[src/lmc_pkg.sv]
// Shared types, constants and helpers of the light mode controller.
// Depends on nothing; used by every module of the block.
`timescale 1ns / 1ps

package lmc_pkg;

    localparam int TICK_W = 16;
    localparam int MODE_W = 3;
    localparam int POS_W  = 5;
    localparam int IDX_W  = 3;

    // Pattern length and reset values of the timing registers
    localparam logic [POS_W-1:0]  SOS_LEN          = 5'd18;
    localparam logic [TICK_W-1:0] TICK_MAX         = 16'hFFFF;
    localparam logic [TICK_W-1:0] LONG_PRESS_RESET = 16'd1000;
    localparam logic [TICK_W-1:0] CYCLE_RESET      = 16'd2000;
    localparam logic [TICK_W-1:0] FLASH_HALF_RESET = 16'd500;
    localparam logic [TICK_W-1:0] DOT_RESET        = 16'd200;
    localparam logic [TICK_W-1:0] DASH_RESET       = 16'd600;

    // Register indexes on the configuration channel
    localparam logic [IDX_W-1:0] REG_LONG_PRESS = 3'd0;
    localparam logic [IDX_W-1:0] REG_CYCLE      = 3'd1;
    localparam logic [IDX_W-1:0] REG_FLASH_HALF = 3'd2;
    localparam logic [IDX_W-1:0] REG_DOT        = 3'd3;
    localparam logic [IDX_W-1:0] REG_DASH       = 3'd4;

    // Mode codes
    localparam logic [MODE_W-1:0] MODE_OFF       = 3'd0;
    localparam logic [MODE_W-1:0] MODE_RED_GREEN = 3'd1;
    localparam logic [MODE_W-1:0] MODE_WHITE_A   = 3'd2;
    localparam logic [MODE_W-1:0] MODE_WHITE_B   = 3'd3;
    localparam logic [MODE_W-1:0] MODE_COMBO     = 3'd4;
    localparam logic [MODE_W-1:0] MODE_ALL_WHITE = 3'd5;
    localparam logic [MODE_W-1:0] MODE_FLASH     = 3'd6;
    localparam logic [MODE_W-1:0] MODE_SOS       = 3'd7;

    typedef struct packed {
        logic [TICK_W-1:0] long_press_ticks;
        logic [TICK_W-1:0] cycle_ticks;
        logic [TICK_W-1:0] flash_half_ticks;
        logic [TICK_W-1:0] dot_ticks;
        logic [TICK_W-1:0] dash_ticks;
    } lmc_cfg_t;

    typedef struct packed {
        logic red;
        logic green;
        logic white_a;
        logic white_b;
    } lmc_lamps_t;

    // Count up by one, stick at the top
    function automatic logic [TICK_W-1:0] sat_inc(input logic [TICK_W-1:0] v);
        sat_inc = (v == TICK_MAX) ? v : v + 1'b1;
    endfunction

    // Even pattern entries 6..11 (second letter) are dashes
    function automatic logic sos_is_dash(input logic [POS_W-1:0] p);
        logic [POS_W-2:0] elem;
        elem = p[POS_W-1:1];
        sos_is_dash = !p[0] && (elem inside {4'd3, 4'd4, 4'd5});
    endfunction

endpackage

[src/lmc_mode_ctrl.sv]
// Button press, hold and mode cycling logic of the light mode controller.
// Depends on lmc_pkg.
`timescale 1ns / 1ps

module lmc_mode_ctrl
    import lmc_pkg::*;
(
    input  logic              clk,
    input  logic              rst_n,
    input  logic              enable,
    input  logic              button_level,
    input  lmc_cfg_t          cfg,
    output logic [MODE_W-1:0] mode_next
);

    logic              button_prev_reg, button_prev_next;
    logic [TICK_W-1:0] press_count_reg, press_count_next;
    logic              hold_flag_reg, hold_flag_next;
    logic [TICK_W-1:0] cycle_count_reg, cycle_count_next;
    logic [MODE_W-1:0] current_mode_reg;
    logic [MODE_W-1:0] saved_mode_reg, saved_mode_next;

    logic pressed;
    logic fall;
    logic rise;

    assign pressed = !button_level;
    assign fall    = pressed && button_prev_reg;
    assign rise    = button_level && !button_prev_reg;

    // Work out the new counters and mode for one tick
    always_comb
    begin
        press_count_next = fall ? '0 : press_count_reg;
        hold_flag_next   = fall ? 1'b0 : hold_flag_reg;
        cycle_count_next = cycle_count_reg;
        mode_next        = current_mode_reg;
        saved_mode_next  = saved_mode_reg;

        // enter hold once the press lasts long enough
        if (pressed && !hold_flag_next && press_count_next >= cfg.long_press_ticks)
        begin
            hold_flag_next   = 1'b1;
            cycle_count_next = '0;
            if (mode_next == MODE_OFF)
            begin
                mode_next = MODE_RED_GREEN;
            end
        end

        // advance the mode while held, skipping off
        if (pressed && hold_flag_next && cycle_count_next >= cfg.cycle_ticks)
        begin
            mode_next = mode_next + 1'b1;
            if (mode_next == MODE_OFF)
            begin
                mode_next = MODE_RED_GREEN;
            end
            cycle_count_next = '0;
        end

        // short press toggles between off and the last active mode
        if (rise && !hold_flag_next)
        begin
            if (mode_next != MODE_OFF)
            begin
                saved_mode_next = mode_next;
                mode_next       = MODE_OFF;
            end
            else
            begin
                mode_next = saved_mode_reg;
            end
        end

        // count elapsed ticks of the press or of the hold
        if (pressed)
        begin
            if (hold_flag_next)
            begin
                cycle_count_next = sat_inc(cycle_count_next);
            end
            else
            begin
                press_count_next = sat_inc(press_count_next);
            end
        end

        button_prev_next = button_level;
    end

    // Commit the state when a beat is processed
    always_ff @(posedge clk or negedge rst_n)
    begin
        if (!rst_n)
        begin
            button_prev_reg  <= 1'b1;
            press_count_reg  <= '0;
            hold_flag_reg    <= 1'b0;
            cycle_count_reg  <= '0;
            current_mode_reg <= MODE_COMBO;
            saved_mode_reg   <= MODE_COMBO;
        end
        else if (enable)
        begin
            button_prev_reg  <= button_prev_next;
            press_count_reg  <= press_count_next;
            hold_flag_reg    <= hold_flag_next;
            cycle_count_reg  <= cycle_count_next;
            current_mode_reg <= mode_next;
            saved_mode_reg   <= saved_mode_next;
        end
    end

endmodule

[src/lmc_lamp_drive.sv]
// Flash and SOS timers and the lamp decode of the light mode controller.
// Depends on lmc_pkg.
`timescale 1ns / 1ps

module lmc_lamp_drive
    import lmc_pkg::*;
(
    input  logic              clk,
    input  logic              rst_n,
    input  logic              enable,
    input  logic [MODE_W-1:0] mode,
    input  lmc_cfg_t          cfg,
    output lmc_lamps_t        lamps
);

    logic [TICK_W-1:0] flash_count_reg, flash_count_next;
    logic              flash_level_reg, flash_level_next;
    logic [TICK_W-1:0] sos_count_reg, sos_count_next;
    logic [POS_W-1:0]  sos_position_reg, sos_position_next;
    logic [TICK_W-1:0] entry_ticks;
    logic              sos_lit;

    // Free-running flash timer
    always_comb
    begin
        flash_count_next = sat_inc(flash_count_reg);
        flash_level_next = flash_level_reg;
        if (flash_count_next >= cfg.flash_half_ticks)
        begin
            flash_count_next = '0;
            flash_level_next = !flash_level_reg;
        end
    end

    // SOS timer, runs only in SOS mode
    always_comb
    begin
        sos_position_next = (sos_position_reg >= SOS_LEN) ? '0 : sos_position_reg;
        sos_count_next    = sos_count_reg;
        entry_ticks       = sos_is_dash(sos_position_next) ? cfg.dash_ticks : cfg.dot_ticks;
        if (mode == MODE_SOS)
        begin
            sos_count_next = sat_inc(sos_count_reg);
            if (sos_count_next >= entry_ticks)
            begin
                sos_count_next    = '0;
                sos_position_next = sos_position_next + 1'b1;
                if (sos_position_next >= SOS_LEN)
                begin
                    sos_position_next = '0;
                end
            end
        end
        sos_lit = !sos_position_next[0];
    end

    // Decode the lamp sections from the mode
    always_comb
    begin
        lamps = '0;
        case (mode)
            MODE_RED_GREEN:
            begin
                lamps.red   = 1'b1;
                lamps.green = 1'b1;
            end
            MODE_WHITE_A:   lamps.white_a = 1'b1;
            MODE_WHITE_B:   lamps.white_b = 1'b1;
            MODE_COMBO:
            begin
                lamps.red     = 1'b1;
                lamps.green   = 1'b1;
                lamps.white_b = 1'b1;
            end
            MODE_ALL_WHITE:
            begin
                lamps.white_a = 1'b1;
                lamps.white_b = 1'b1;
            end
            MODE_FLASH:
            begin
                lamps.white_a = flash_level_next;
                lamps.white_b = flash_level_next;
            end
            MODE_SOS:
            begin
                lamps.white_a = sos_lit;
                lamps.white_b = sos_lit;
            end
            default:        lamps = '0;
        endcase
    end

    // Commit the timers when a beat is processed
    always_ff @(posedge clk or negedge rst_n)
    begin
        if (!rst_n)
        begin
            flash_count_reg  <= '0;
            flash_level_reg  <= 1'b0;
            sos_count_reg    <= '0;
            sos_position_reg <= '0;
        end
        else if (enable)
        begin
            flash_count_reg  <= flash_count_next;
            flash_level_reg  <= flash_level_next;
            sos_count_reg    <= sos_count_next;
            sos_position_reg <= sos_position_next;
        end
    end

endmodule

[src/light_mode_controller_core.sv]
// Light mode controller: one button tick in, one lamp drive word out.
// Top level; depends on lmc_pkg, lmc_mode_ctrl and lmc_lamp_drive.
`timescale 1ns / 1ps

// Usage
//   s_axis carries one beat per millisecond tick: tdata[0] is the sampled
//   button level, low while pressed. m_axis returns one beat per input beat:
//   the four lamp section drives and the current mode.
//   The cfg channel writes the five timing registers (long press, cycle,
//   flash half period, dot, dash) by index; cfg_ready is always high and
//   writes to indexes above four are dropped. Write only while idle.
// Timing
//   A beat accepted on s_axis is held in the input register, processed into
//   the result register and presented on m_axis from then on.
//   One beat per cycle is sustained; the input register and the result
//   register form a two-entry pipe, so s_axis keeps accepting while a result
//   waits as long as the result register drains in the same cycle.
// Reset
//   rst_n clears both pipe stages, returns the timers to zero, selects the
//   combo mode and loads the default timing registers.
// Stall
//   With m_axis_tready low, the result holds and the input register fills;
//   s_axis_tready then drops until the result is taken.
module light_mode_controller_core
    import lmc_pkg::*;
(
    input  logic              clk,
    input  logic              rst_n,
    input  logic              s_axis_tvalid,
    output logic              s_axis_tready,
    input  logic [7:0]        s_axis_tdata,   // [0] button_level, [7:1] zero
    output logic              m_axis_tvalid,
    input  logic              m_axis_tready,
    // [0] lamp_red, [1] lamp_green, [2] lamp_white_a, [3] lamp_white_b,
    // [6:4] mode, [7] zero
    output logic [7:0]        m_axis_tdata,
    input  logic              cfg_valid,
    output logic              cfg_ready,
    input  logic [IDX_W-1:0]  cfg_index,
    input  logic [TICK_W-1:0] cfg_data
);

    logic              in_valid_reg;
    logic              in_button_reg;
    logic              out_valid_reg;
    lmc_lamps_t        out_lamps_reg;
    logic [MODE_W-1:0] out_mode_reg;
    lmc_cfg_t          cfg_reg;

    logic              advance;
    logic              in_take;
    logic [MODE_W-1:0] mode_next;
    lmc_lamps_t        lamps_next;

    // Pipe control
    assign advance       = in_valid_reg && (!out_valid_reg || m_axis_tready);
    assign s_axis_tready = !in_valid_reg || advance;
    assign in_take       = s_axis_tvalid && s_axis_tready;
    assign cfg_ready     = 1'b1;

    // Hold the configuration registers
    always_ff @(posedge clk or negedge rst_n)
    begin
        if (!rst_n)
        begin
            cfg_reg.long_press_ticks <= LONG_PRESS_RESET;
            cfg_reg.cycle_ticks      <= CYCLE_RESET;
            cfg_reg.flash_half_ticks <= FLASH_HALF_RESET;
            cfg_reg.dot_ticks        <= DOT_RESET;
            cfg_reg.dash_ticks       <= DASH_RESET;
        end
        else if (cfg_valid)
        begin
            case (cfg_index)
                REG_LONG_PRESS: cfg_reg.long_press_ticks <= cfg_data;
                REG_CYCLE:      cfg_reg.cycle_ticks      <= cfg_data;
                REG_FLASH_HALF: cfg_reg.flash_half_ticks <= cfg_data;
                REG_DOT:        cfg_reg.dot_ticks        <= cfg_data;
                REG_DASH:       cfg_reg.dash_ticks       <= cfg_data;
                default:        ;
            endcase
        end
    end

    // Input register
    always_ff @(posedge clk or negedge rst_n)
    begin
        if (!rst_n)
        begin
            in_valid_reg <= 1'b0;
        end
        else if (s_axis_tready)
        begin
            in_valid_reg <= s_axis_tvalid;
        end
    end

    always_ff @(posedge clk)
    begin
        if (in_take)
        begin
            in_button_reg <= s_axis_tdata[0];
        end
    end

    lmc_mode_ctrl u_mode_ctrl (
        .clk          (clk),
        .rst_n        (rst_n),
        .enable       (advance),
        .button_level (in_button_reg),
        .cfg          (cfg_reg),
        .mode_next    (mode_next)
    );

    lmc_lamp_drive u_lamp_drive (
        .clk    (clk),
        .rst_n  (rst_n),
        .enable (advance),
        .mode   (mode_next),
        .cfg    (cfg_reg),
        .lamps  (lamps_next)
    );

    // Result register
    always_ff @(posedge clk or negedge rst_n)
    begin
        if (!rst_n)
        begin
            out_valid_reg <= 1'b0;
        end
        else if (advance)
        begin
            out_valid_reg <= 1'b1;
        end
        else if (m_axis_tready)
        begin
            out_valid_reg <= 1'b0;
        end
    end

    always_ff @(posedge clk)
    begin
        if (advance)
        begin
            out_lamps_reg <= lamps_next;
            out_mode_reg  <= mode_next;
        end
    end

    assign m_axis_tvalid = out_valid_reg;
    assign m_axis_tdata  = {1'b0, out_mode_reg, out_lamps_reg.white_b,
                            out_lamps_reg.white_a, out_lamps_reg.green, out_lamps_reg.red};

`ifndef NO_ASSERTIONS
    // A processed beat always lands in the result register
    assert property (@(posedge clk) disable iff (!rst_n)
        advance |=> out_valid_reg)
        else $error("processed beat did not reach the result register");

    // A waiting input beat is never dropped
    assert property (@(posedge clk) disable iff (!rst_n)
        (in_valid_reg && !advance) |=> in_valid_reg)
        else $error("stalled input beat was lost");

    // Off mode keeps every lamp dark
    assert property (@(posedge clk) disable iff (!rst_n)
        (out_valid_reg && out_mode_reg == MODE_OFF) |-> (out_lamps_reg == '0))
        else $error("lamp lit in off mode");

    // Combo mode drives red, green and the second white
    assert property (@(posedge clk) disable iff (!rst_n)
        (out_valid_reg && out_mode_reg == MODE_COMBO)
            |-> (out_lamps_reg.red && out_lamps_reg.green
                 && !out_lamps_reg.white_a && out_lamps_reg.white_b))
        else $error("combo mode lamp pattern wrong");
`endif

endmodule
[config.mk]
export PLATFORM = sky130hd
export DESIGN_NAME = light_mode_controller_core
export DESIGN_NICKNAME = d
export VERILOG_FILES = /design/src/lmc_pkg.sv /design/src/lmc_mode_ctrl.sv /design/src/lmc_lamp_drive.sv /design/src/light_mode_controller_core.sv
export SDC_FILE = /design/constraint.sdc
export NUM_CORES = 1
export LEC_CHECK = 0
export BUFFER_PORTS_ARGS = -buffer_cell sky130_fd_sc_hd__buf_2
export CAP_MARGIN = 20
export CORE_MARGIN = 2
export CORE_UTILIZATION = 55
export CTS_CLUSTER_DIAMETER = 40
export CTS_CLUSTER_SIZE = 8
export DETAILED_ROUTE_END_ITERATION = 10
export PLACE_DENSITY_LB_ADDON = 0.1
export SYNTH_ARGS = -nofsm -noshare
export SYNTH_HDL_FRONTEND = slang
export SYNTH_HIERARCHICAL = 1
export SYNTH_SLANG_ARGS = --single-unit
[constraint.sdc]
create_clock -name clk -period 14.9 [get_ports clk]
set_input_delay 1.49 -clock clk [delete_from_list [all_inputs] [get_ports clk]]
set_output_delay 1.49 -clock clk [all_outputs]
set_load 0.01 [all_outputs]
==> After elaboration in Yosys (flattened, before gate mapping) <==
Index checks and enable logic that the tools add are counted.
{ "word_totals": {"regBits": 168, "input_bits": 32, "output_inout_bits": 11, "elab_cells": 122} }
{ "op_classes": {"add_sub_neg": 6, "order_cmp": 6, "eq_ne": 18, "n_mux": 32, "n_reduce_logical": 37} }
{ "ops": {"columns": ["cell", "count"], "rows": [
  ["16-bit 2-to-1 mux", 14],
  ["16-bit by 1-bit adder with 16-bit output, second input constant", 4],
  ["16-bit == test, second input constant", 4],
  ["16-bit >= comparator", 4],
  ["5-bit 2-to-1 mux", 4],
  ["3-bit 2-to-1 mux", 6],
  ["3-bit == test, second input constant", 5],
  ["3-bit by 2-bit == test with 1-bit output, second input constant", 4],
  ["2-bit AND reduction", 6],
  ["5-bit >= comparator, second input constant", 2],
  ["1-bit logical AND", 10],
  ["1-bit zero test", 9],
  ["3-bit zero test", 3],
  ["4-bit by 3-bit == test with 1-bit output, second input constant", 2],
  ["3-bit by 1-bit == test with 1-bit output, second input constant", 2],
  ["1-bit case mux with 3 select lines", 2],
  ["3-bit nonzero test", 2],
  ["5-bit by 1-bit adder with 5-bit output, second input constant", 1],
  ["1-bit 2-to-1 mux", 5],
  ["4-bit by 2-bit == test with 1-bit output, second input constant", 1],
  ["2-bit OR reduction", 2],
  ["3-bit by 1-bit adder with 3-bit output, second input constant", 1],
  ["3-bit AND reduction", 1],
  ["3-bit OR reduction", 1],
  ["3 further kinds", 4]
]} }

==> Logic depth before layout (Yosys ltp) <==
{ "depth": {"word_depth": 18, "ltp_mapped": 30, "depth_no_buf": 26} }

==> Cells and area by module <==
The synthesis kept the hierarchy.
{ "by_module_without_submodules": {"columns": ["mod", "n_inst", "cells_each", "area_each_um2", "seq_area_each_um2"], "rows": [
  ["lmc_lamp_drive", 1, 430, 3648.5, 950.9],
  ["light_mode_controller_core", 1, 193, 3457.1, 2323.5],
  ["lmc_mode_ctrl", 1, 408, 3439.5, 1004.7]
]} }

==> Worst setup path before layout <==
OpenSTA, ideal clock, no wires.
{ "synth_path": {"kind": "register -> register", "start": "register in_button_reg", "end": "register u_lamp_drive.sos_count_reg[4]", "setup_ns": 0.087, "t_arrival_ns": 6.271, "required_time_ns": 14.813, "slack_ns": 8.543, "path_stages_with_launch": 30, "n_path_buf": 5, "synth_period_minus_slack_ns": 6.357, "path_cell_list": "edfxtp_1 -> buf_4 -> nand2b_1 -> buf_2 -> clkbuf_1 -> and2_1 -> ha_1 -> and3_1 -> nand3_1 -> o31ai_2 -> o21ai_2 -> a211oi_2 -> clkbuf_1 -> nor2_1 -> ha_1 -> a21o_1 -> a21o_1 -> a21o_1 -> nor2_1 -> nand2_1 -> a2111oi_2 -> o21ai_0 -> o22ai_1 -> and3_1 -> buf_4 -> nand2_2 -> a211oi_1 -> a21bo_2 -> or3_1 -> o211ai_1"} }
{ "synth_between": {"elab_chain_cells": 16, "word_cells_on_any_way": 26, "cone_classes": "add/sub (1); order compare (2); eq/ne (1); mux (9); reduce/logical (13)"} }
{ "synth_rtl": {"columns": ["item", "line_no", "source"], "rows": [
  ["start, declared", "light_mode_controller_core.sv:44", "logic in_button_reg;"],
  ["start signal, assigned", "light_mode_controller_core.sv:102", "in_button_reg <= s_axis_tdata[0];"],
  ["branches (longest 13 deep; another with 16-bit >= comparator)", null, null],
  ["3-bit 2-to-1 mux (*)", "lmc_mode_ctrl.sv:63", "if (rise && !hold_flag_next)"],
  ["named net mode_next[0]", "light_mode_controller_core.sv:52", "logic [MODE_W-1:0] mode_next;"],
  ["3-bit == test (*)", "lmc_lamp_drive.sv:41", "if (mode == MODE_SOS)"],
  ["2-bit AND reduction (no source line) (*)", null, null],
  ["end signal, assigned", "lmc_lamp_drive.sv:108", "sos_count_reg <= sos_count_next;"],
  ["end, declared", "lmc_lamp_drive.sv:18", "logic [TICK_W-1:0] sos_count_reg, sos_count_next;"]
]} }
Mark *: on every way through the listed nets, which the timed path passes.
A chain may end at the register's enable or synchronous reset.

==> Worst setup path in the final report <==
{ "layout_path": {"start": "register in_button_reg", "end": "register u_lamp_drive.sos_count_reg[9]"} }
Same word-level chain as after synthesis.

==> flow_results.org <==
** Worst hold path
- The path class of the tightest hold or removal check is reg2reg.

** Floorplanning
- Effective utilization at floorplan :: 0.562
- Die extent in y :: 142 microns
- DIE AREA :: 20300 sq um
- Die width :: 142 microns
- The floorplan has 50 rows.
- # IOs :: 43
- The region available for standard cell placement spans 18800 sq um.

** Detailed routing
- Detailed-routed wire length on met2 :: 10.6 mm
- The routed design uses 707 microns of met3 wire.
- After detailed routing, the average wire length per cell comes to 17.4 microns.
- In the routed layout, each cell is associated on average with a via count of 5.90.
- Highest routed layer :: met4
- Post-Route M1 WL :: 10.8 mm
- Once detail routing completed, the nets flagged for antenna violations numbered 0.
- The first detailed-routing pass ran for 7 iterations.
- Vias after detailed routing :: 7658
- Wire length reported by the detailed router :: 22.6 mm
- For this run, design rule violations remaining after detail routing come to 0.
- DRC violation total after the first TritonRoute iteration :: 370

** Run status
- The run finished with clean final reports.

** Clock tree
- The clock tree synthesis step divided the H-tree into 4 levels.
- TritonCTS built the clock tree.
- The number of clock buffers added by TritonCTS is 17.
- The cell sitting at the root of the clock tree is a clkbuf_16.
- Hold buffer count at cts :: 0
- Clk sink count :: 168
- Once the clock tree was built, the resizer swapped 0 gates to a different size.
- The later pin in the worst-skew pair is clocked with a latency of 440 ps.
- Register clock-pin slew on the reported worst setup and hold paths :: 70 ps
- Post-CTS timing repair inserted 0 buffers for setup.
- No sink is reached through more buffers than the 2 on the longest clock path.

** Place
- Count of input and output buffers :: 33
- Cell Count Post-Placement :: 1267
- Placer congestion estimate :: 0.843
- Detailed-placement wirelength estimate :: 16.1 mm

** Worst setup path
- Arrival time at the worst endpoint :: 7890 ps
- Type of the worst setup path :: reg2reg
- Largest driver fanout on the critical path :: 21
- STA classifies the critical path startpoint as a flop.
- Critical Path RT :: 15250 ps
- Worst Setup End Kind :: flop

** Timing
- Endpoints failing setup :: 0
- The number of hold violations in the final report was 0.
- Tcrit/Tclk final :: 0.506
- Worst slew margin relative to its limit :: 0.310
- On the final layout, the worst clock skew is 14.2 ps.
- At the pin with the least slew margin, the transition time is 1030 ps.
- Setup TNS Final :: 0 ps
- Shortest clock period the worst path allows after layout :: 7540 ps
- Setup repair after global routing left no endpoint under its margin.
- For this run, the top clock speed supported by timing is 133 MHz.
- Final Max Tran Viols :: 0

** Cells and area
- FILL cells :: 1624
- The final layout contains 1154 nets.
- Filler-free cell count of the finished design :: 1299
- The number of antenna diodes in the final layout is 0.
- In the layout the commonest cells are 132 x dfrtp_1, 91 x mux2_2, 84 x nand2_1, 72 x inv_1, 70 x ha_1.
- Area added between synthesis and finish :: 8.03%
- Fraction of layout instances using a drive strength above 1 :: 0.217
- The library cell used most frequently in the layout, excluding fill and tap cells, is dfrtp_1.
- Max reg flops :: 80

** Logic synthesis
- Each instance of the synthesized netlist takes up on average 10.2 sq um.
- Of the post-synthesis cell area, the dominant cell type holds 0.313.
- The cell count after synthesis came out at 1031.
- Cell area after synthesis :: 10500 sq um
- Number of warnings reported in the yosys synthesis log :: 6
- Distinct cell type count after synthesis :: 95
- Leading post-synthesis cells by cell area :: dfrtp_1 31%, mux2_2 9.7%, ha_1 8.3%
- The number of nets in the synthesized netlist is 1133.
- In the synthesized netlist the dominant register cell turns out to be dfrtp_1.
- Counting flops with an async set or reset pin after synthesis yields a share of 0.952.
- Library cell occupying the most area in the post-synthesis netlist :: dfrtp_1
- Number of flops mapped to enable cells by yosys :: 8
- Of the synthesized area, sequential elements account for 0.406.
- In this run, synthesis produced a sequential element count of 168.

** Global routing
- Initial antenna violation count :: 0
- Number of global-route vias before repair :: 7542
- Maximum number of pins on one net before global-route repair :: 87
- Across every metal layer, demand over resource in global routing totals 0.240.
- The total overflow left after global routing is 0.
- The first global-routing pass estimated 38.3 mm of wire.

** Pwr
- For this design the static power due to leakage is 5.23 nW.
- Ratio of total power to cell area :: 125 nW/um^2
- The worst-case IR drop observed on VDD is 90.3 uV.

** Run
- Number of maximum-capacitance constraint violations :: 0
==> power by group <==
group	switching, mW	total (mW)	internal, mW
Sequential	0.0621	0.623	0.561
Clock	0.197	0.440	0.244
Combinational	0.199	0.364	0.165
==> cell families (layout without fill, tap and decap cells) <==
| logic type | count (synthesis) | count (layout) | share of synthesized area |
|---|---|---|---|
| flops | 168 | 168 | 0.406 |
| mux | 118 | 118 | 0.124 |
| fa+ha+maj | 70 | 70 | 0.0831 |
| compound gates | 197 | 197 | 0.137 |
| simple gates | 331 | 331 | 0.171 |
| xor+xnor | 37 | 37 | 0.0307 |
| other cells | 2 | 2 | 0.000712 |
| buf+inv | 108 | 142 | 0.0482 |
==> through the flow <==
stage	util	worst slack [ps]	total power [mW]	hold slack, ps	area [sq um]
after floorplan	-	8540	0.892	449	10500
after global placement	0.576	7490	0.979	470	10800
after detailed placement	0.576	7430	0.992	473	10800
after CTS	0.607	7400	1.44	491	11400
after global routing	0.607	6790	1.52	515	11400
final	0.607	7360	1.43	487	11400
==> cell type report <==
type / count / area [sq um] / share of cell area
multi-input cells: 755 / 5760 / 0.506
clock buffers: 18 / 450 / 0.0395
clock inverters: 14 / 135 / 0.0119
inverters: 73 / 274 / 0.0241
well taps: 234 / 293 / 0.0257
repair buffers: 37 / 201 / 0.0177
flip-flops and latches: 168 / 4280 / 0.376
==> Yosys cell counts (all sizes together), types with 16 or more instances <==
| library cell | n |
|---|---|
| dfrtp | 132 |
| mux2 | 93 |
| nand2 | 86 |
| inv | 72 |
| ha | 70 |
| nor2 | 62 |
| a21oi | 41 |
| o21ai | 36 |
| nand3 | 34 |
| dfstp | 28 |
| and2 | 25 |
| mux2i | 25 |
| nand4 | 24 |
| xnor2 | 21 |
| buf | 20 |
| and3 | 19 |
| nor3 | 17 |
| a22o | 16 |
| xor2 | 16 |
==> layer usage <==
layer,up-vias,track usage
li1,3775,-
met2,124,0.390
met5,-,0
met1,3723,0.329
met4,0,0.0730
met3,36,0.0427
==> critical path: stages, from the launching register on <==
cell and delay [ps]:
edfxtp_1 640, nand2b_1 580, and2_1 330, ha_1 290, a21o_1 160, a221oi_1 310, o31ai_2 140, o21ai_2 290
a211oi_2 110, buf_4 220, nor2b_1 140, ha_1 240, o211ai_1 150, a21oi_1 60, o41ai_1 520, a31oi_1 290
o221a_2 410, mux2i_1 140, or3b_2 460, nand2_1 300, and3_1 370, nand2_2 270, a211oi_1 240, a21bo_2 330
or3_1 320, o211ai_1 90
==> worst paths after layout <==
| check | startpoint | to | slack [ps] | depth (start not counted) |
|---|---|---|---|---|
| setup / recovery | in_button_reg | u_lamp_drive/sos_count_reg[9] | 7360 | 25 |
| hold / removal | in_valid_reg | m_axis_tvalid | 490 | 1 |
| setup reg to reg | in_button_reg | u_lamp_drive/sos_count_reg[9] | 7360 | 25 |
| hold reg to reg | in_valid_reg | m_axis_tvalid | 490 | 1 |
| max in group asynchronous | rst_n | u_mode_ctrl/cycle_count_reg[10] | 12350 | 2 |
| min in group asynchronous | rst_n | u_lamp_drive/sos_count_reg[9] | 1110 | 1 |
Note: power is estimated with default switching activity, not from simulation.
